`src/hdl/handle_table_allocator_assert.svh`:
```
// Assertion macros for the handle table allocator RTL.
`ifndef HANDLE_TABLE_ALLOCATOR_ASSERT_SVH
`define HANDLE_TABLE_ALLOCATOR_ASSERT_SVH

// Check a property on every rising edge outside of reset.
`define HTA_ASSERT(lbl, prop, msg) \
  lbl: assert property (@(posedge clk_i) disable iff (!rst_ni) prop) else $error(msg);

// Check a property on every rising edge, reset included.
`define HTA_ASSERT_ALWAYS(lbl, prop, msg) \
  lbl: assert property (@(posedge clk_i) prop) else $error(msg);

`endif

```
`src/hdl/hta_pkg.sv`:
```
// Shared types and constants of the handle table allocator.
`default_nettype none
package hta_pkg;

  localparam int unsigned HANDLE_W     = 8;
  localparam int unsigned VALUE_W      = 32;
  localparam int unsigned OP_W         = 2;
  localparam int unsigned HANDLE_LIMIT = 256;

  typedef enum logic [1:0] {
    OP_ADD    = 2'd0,
    OP_GET    = 2'd1,
    OP_FIND   = 2'd2,
    OP_REMOVE = 2'd3
  } op_e;

  // Controller to datapath commands.
  typedef struct packed {
    logic latch;     // capture the input item
    logic dispatch;  // clear the result, arm the scan
    logic scan_run;  // issue the next scan read, register the previous one
    logic get_rd;    // read the slot at the captured handle
    logic get_cap;   // capture the read value as result
    logic commit;    // take the scan hit; store the value for add
    logic remove;    // free the slot at the captured handle
    logic load_out;  // move the result into the output register
  } cmd_t;

  // Datapath to controller status.
  typedef struct packed {
    op_e  op;
    logic value_zero;
    logic handle_ok;
    logic hit;
    logic last;
  } status_t;

endpackage
`default_nettype wire

```
`src/hdl/hta_ctrl.sv`:
```
// Controller state machine of the handle table allocator.
`default_nettype none
`include "handle_table_allocator_assert.svh"
module hta_ctrl (
  input  wire logic             clk_i,
  input  wire logic             rst_ni,
  input  wire logic             in_valid_i,
  output logic                  in_ready_o,
  input  wire logic             out_ready_i,
  output logic                  out_valid_o,
  input  wire hta_pkg::status_t st_i,
  output hta_pkg::cmd_t         cmd_o
);

  typedef enum logic [2:0] {
    IDLE,
    DISPATCH,
    GET_RD,
    GET_CAP,
    REMOVE,
    SCAN,
    FINISH
  } state_e;

  state_e state_q, state_d;
  logic   out_valid_q, out_valid_d;
  logic   out_free;

  assign in_ready_o  = (state_q == IDLE);
  assign out_valid_o = out_valid_q;
  assign out_free    = !out_valid_q || out_ready_i;

  always_comb begin
    cmd_o   = '0;
    state_d = state_q;
    case (state_q)
      IDLE: begin
        if (in_valid_i) begin
          cmd_o.latch = 1'b1;
          state_d     = DISPATCH;
        end
      end
      DISPATCH: begin
        cmd_o.dispatch = 1'b1;
        case (st_i.op)
          hta_pkg::OP_ADD, hta_pkg::OP_FIND: state_d = st_i.value_zero ? FINISH : SCAN;
          hta_pkg::OP_GET:                   state_d = st_i.handle_ok ? GET_RD : FINISH;
          hta_pkg::OP_REMOVE:                state_d = st_i.handle_ok ? REMOVE : FINISH;
          default:                           state_d = FINISH;
        endcase
      end
      GET_RD: begin
        cmd_o.get_rd = 1'b1;
        state_d      = GET_CAP;
      end
      GET_CAP: begin
        cmd_o.get_cap = 1'b1;
        state_d       = FINISH;
      end
      REMOVE: begin
        cmd_o.remove = 1'b1;
        state_d      = FINISH;
      end
      SCAN: begin
        cmd_o.scan_run = 1'b1;
        if (st_i.hit) begin
          cmd_o.commit = 1'b1;
          state_d      = FINISH;
        end else if (st_i.last) begin
          state_d = FINISH;
        end
      end
      FINISH: begin
        if (out_free) begin
          cmd_o.load_out = 1'b1;
          state_d        = IDLE;
        end
      end
      default: state_d = IDLE;
    endcase
  end

  always_comb begin
    out_valid_d = out_valid_q;
    if (cmd_o.load_out) begin
      out_valid_d = 1'b1;
    end else if (out_ready_i) begin
      out_valid_d = 1'b0;
    end
  end

  always_ff @(posedge clk_i or negedge rst_ni) begin
    if (!rst_ni) begin
      state_q     <= IDLE;
      out_valid_q <= 1'b0;
    end else begin
      state_q     <= state_d;
      out_valid_q <= out_valid_d;
    end
  end

  `HTA_ASSERT(a_load_into_free, cmd_o.load_out |-> (!out_valid_q || out_ready_i), "result loaded over a pending one")
  `HTA_ASSERT(a_accept_dispatch, (in_valid_i && in_ready_o) |=> (state_q == DISPATCH), "accepted item not dispatched")
  `HTA_ASSERT(a_hit_finishes, (state_q == SCAN && st_i.hit) |=> (state_q == FINISH), "scan hit did not end the scan")

endmodule
`default_nettype wire

```
`config.mk`:
```
export PLATFORM = sky130hd
export DESIGN_NAME = hta_ctrl
export DESIGN_NICKNAME = d
export VERILOG_FILES = /design/src/hdl/hta_pkg.sv /design/src/hdl/hta_ctrl.sv
export VERILOG_INCLUDE_DIRS = /design/src /design/src/hdl
export SDC_FILE = /design/constraint.sdc
export NUM_CORES = 1
export LEC_CHECK = 0
export ABC_CLOCK_PERIOD_IN_PS = 1000
export BUFFER_PORTS_ARGS = -buffer_cell sky130_fd_sc_hd__buf_2
export CAP_MARGIN = 15
export CORE_AREA = 2 2 39 41
export DETAILED_ROUTE_END_ITERATION = 12
export DIE_AREA = 0 0 41 43
export SLEW_MARGIN = 10
export SYNTH_ARGS = -nofsm -noshare
export SYNTH_HDL_FRONTEND = slang
export SYNTH_SLANG_ARGS = --single-unit
```
`constraint.sdc`:
```
create_clock -name clk_i -period 1 [get_ports clk_i]
set_input_delay 0.2 -clock clk_i [delete_from_list [all_inputs] [get_ports clk_i]]
set_output_delay 0.2 -clock clk_i [all_outputs]
set_load 0.03 [all_outputs]
```
==> reports/summary.json <==
{
  "die": {
    "design.die.area_um2": 1760,
    "dieHeight_um": 43,
    "boundaryPins": 20,
    "initial_utilization_pct": 21.8,
    "placementRows": 14,
    "core_area_um2": 1380,
    "fp.dieW_um": 41
  },
  "power_and_ir_drop": {
    "report.power.total_mw": 2.50,
    "total_leakage_power_nw": 0.332,
    "power.density_nw_per_um2": 3370,
    "irDropWorstVdd_uv": 1720
  },
  "min_path": {
    "hold_path.class": "primary input to flop"
  },
  "timing": {
    "final.setup_skew_ns": 0.00759,
    "final.period_utilization_pct": 145,
    "max_clock_freq_mhz": 690,
    "setup_repair_after_global_routing_missed_its_margin": "yes",
    "finalSetupViolCount": 12,
    "final_critical_path_setup_slack_ns": -0.449,
    "timing_hold_violations_final": 0,
    "final_period_minus_worst_setup_slack_ns": 1.45,
    "slew_viol_final": 0,
    "slew_limit_headroom_pct": 80.7,
    "worst-slew-pin-transition_ns": 0.289
  },
  "grt": {
    "grt-ovfl-total": 0,
    "grt_antenna_before_repair": 0,
    "grt_first_pass_wirelength_um": 1680,
    "pin_count_of_the_biggest_net_entering_global_routing": 9,
    "first_global_vias": 424,
    "gr-usage-all-layers_pct": 14.6
  },
  "clock_tree": {
    "clk_transition_reported_paths_ns": 0.04,
    "cts-root-to-sink-buffers": 2,
    "tritoncts.num_buffers": 3,
    "cts.root.buffer_cell": "clkbuf_4",
    "htree_levels": 1,
    "cts.sink_count": 4,
    "tritoncts_clock_tree": "done",
    "clkLatencyLatePin_ns": 0.24
  },
  "placement": {
    "worst_slack_at_placement_ns": -0.255,
    "weighted_congestion_reported_at_the_end_of_routability_driven_placement": 0.697,
    "detailedPlacementHpwl_um": 631,
    "io_buffers": 19,
    "detailed_place.area_um2": 515
  },
  "routing": {
    "via_count": 396,
    "drt_drc_violations_left": 0,
    "firstDrtPassIters": 5,
    "drt_iter0_drc": 5,
    "avgRoutedWirePerCell_um": 11.3,
    "route.antenna.remaining_nets": 0,
    "routed_wl_um": 995,
    "post_drt_via_cell_ratio": 4.50
  },
  "worst_setup_path": {
    "critPathSlowestCell": "dfrtp_1",
    "critical-path-max-stage-delay_ns": 0.40,
    "worst_setup_path_start_kind": "flop",
    "critical_path_peak_fanout": 4,
    "critPathRequiredTime_ns": 0.80,
    "crit_chain": "buf_6, nor3_4, and2_4, buf_6",
    "critPathCaptureType": "primary output",
    "crit_top_cell": "buf_6",
    "crit_family": "flip-flops",
    "critical_path_buf_inv_count": 2,
    "crit_path_class": "flop to primary output",
    "crit_arrival_ns": 1.25
  },
  "outcome": {
    "status": "finished, violations left",
    "failed_checks": "setup timing"
  },
  "synth": {
    "ys_seq_area_share_pct": 33.2,
    "netlist.top_cell.by_area": "dfrtp_1",
    "area_contributors_post_synth": "dfrtp_1, buf_6, nor2_1, nor3b_1, and2_1",
    "synth.lib_cells_used.distinct": 21,
    "number_of_nets_produced_by_synthesis": 47,
    "postSynthRegisterBits": 4,
    "ys_warn_count": 0,
    "synth.cell_area_um2": 302,
    "syn_inst": 37,
    "syn_area_per_cell_um2": 8.15,
    "yosys.area.top_type_share_pct": 33.2
  },
  "final_layout": {
    "num_antenna_cells": 0,
    "flow.area_growth_from_synthesis_pct": 146,
    "final_cell_mix": "buf_6, buf_4, buf_2, nor2_4, clkbuf_4",
    "postLayoutCoreUtil_pct": 53.7,
    "most_common_library_cell_in_the_layout_ignoring_fill_and_taps": "buf_6",
    "layout.filler_cells": 124,
    "drive_gt1_share_pct": 77.8,
    "num-nets-final": 83,
    "design_area_um2": 743
  },
  "job": {
    "drv.max_cap_violation_count": 0
  }
}
[power breakdown]
group / switching [mW] / internal [mW]
Combinational: 0.920 / 1.03
Clock: 0.0794 / 0.151
Sequential: 0.0745 / 0.247
[path summary, 6_finish.rpt]
path / slack (ns) / cells past startpoint / to / startpoint
worst max-delay path: -0.45 / 4 / cmd_o[7] / state_q[1]$_DFFE_PN0P_
worst min-delay path: 0.26 / 3 / state_q[2]$_DFFE_PN0P_ / st_i[5]
worst max register to register: -0.16 / 5 / state_q[1]$_DFFE_PN0P_ / state_q[2]$_DFFE_PN0P_
worst min register to register: 0.64 / 2 / state_q[1]$_DFFE_PN0P_ / state_q[1]$_DFFE_PN0P_
max in group asynchronous: 0.56 / 2 / state_q[0]$_DFFE_PN0P_ / rst_ni
min in group asynchronous: 0.30 / 2 / out_valid_o$_DFFE_PN0P_ / rst_ni
[Yosys cell counts]
library cell  instances
nor2_1                5
o2111ai_1             1
nand4_1               1
dfrtp_1               4
nor2b_1               2
o32ai_1               1
buf_2                 1
o311ai_1              1
nand2_1               3
buf_4                 1
o211ai_1              1
nor3_1                2
inv_4                 1
nor3b_1               2
nand3_1               1
nand2b_1              2
buf_6                 2
and2_1                2
and3_1                1
or3_1                 1
a21oi_1               2
[layer usage]
layer	vias to the layer above	global-route usage, %	part of all wire (%)
li1	201	-	-
met5	-	0	0
met4	0	12.0	0
met2	11	23.1	57
met3	0	3.14	4.3
met1	184	15.4	38
[timing repair]
item | 4_1_cts | 5_1_grt
setup endpoints to repair | 13 | 12
hold buffers | 1 | 0
pin swaps | 8 | 4
endpoints found under the hold margin | 4 | 0
gates resized for setup | 29 | 11
cloned | 0 | 0
setup buffers | 4 | 3
[state kept, by name, indices dropped and copies added, names as in the netlist]
name / flops
state_q: 3
out_valid_o: 1
[worst reg2reg max path, stage by stage, from the launching register on]
cell and delay, ns:
dfrtp_1 0.36, buf_12 0.15, clkinv_8 0.06, buf_6 0.10
or3_1 0.34, nand4_1 0.07
[cell type report]
cell class	count	area, µm²	area share (%)
Clock buffer	4	26.3	3.54
Inverter	1	16.3	2.19
Multi-Input combinational cell	28	274	36.9
Sequential cell	4	103	13.8
Tap cell	16	20.0	2.69
Timing Repair Buffer	35	304	40.9
[kinds of logic after synthesis]
group	count (synthesis)	share of synthesized area, %
buffers and inverters	5	13.7
DFF	4	33.2
AOI/OAI and AO/OA	6	14.5
and+or+nand+nor	22	38.6
[through the flow]
step / hold slack (ns) / setup TNS, ns / instances
global placement: 0.00924 / -1.67 / 77
detailed placement: 0.0109 / -1.69 / 77
floorplan: -0.0956 / -1.35 / 37
CTS: 0.247 / -3.53 / 86
finish: 0.258 / -3.76 / 88
global route: 0.285 / -4.38 / 88
No activity file was read; power rests on OpenSTA's default activity.
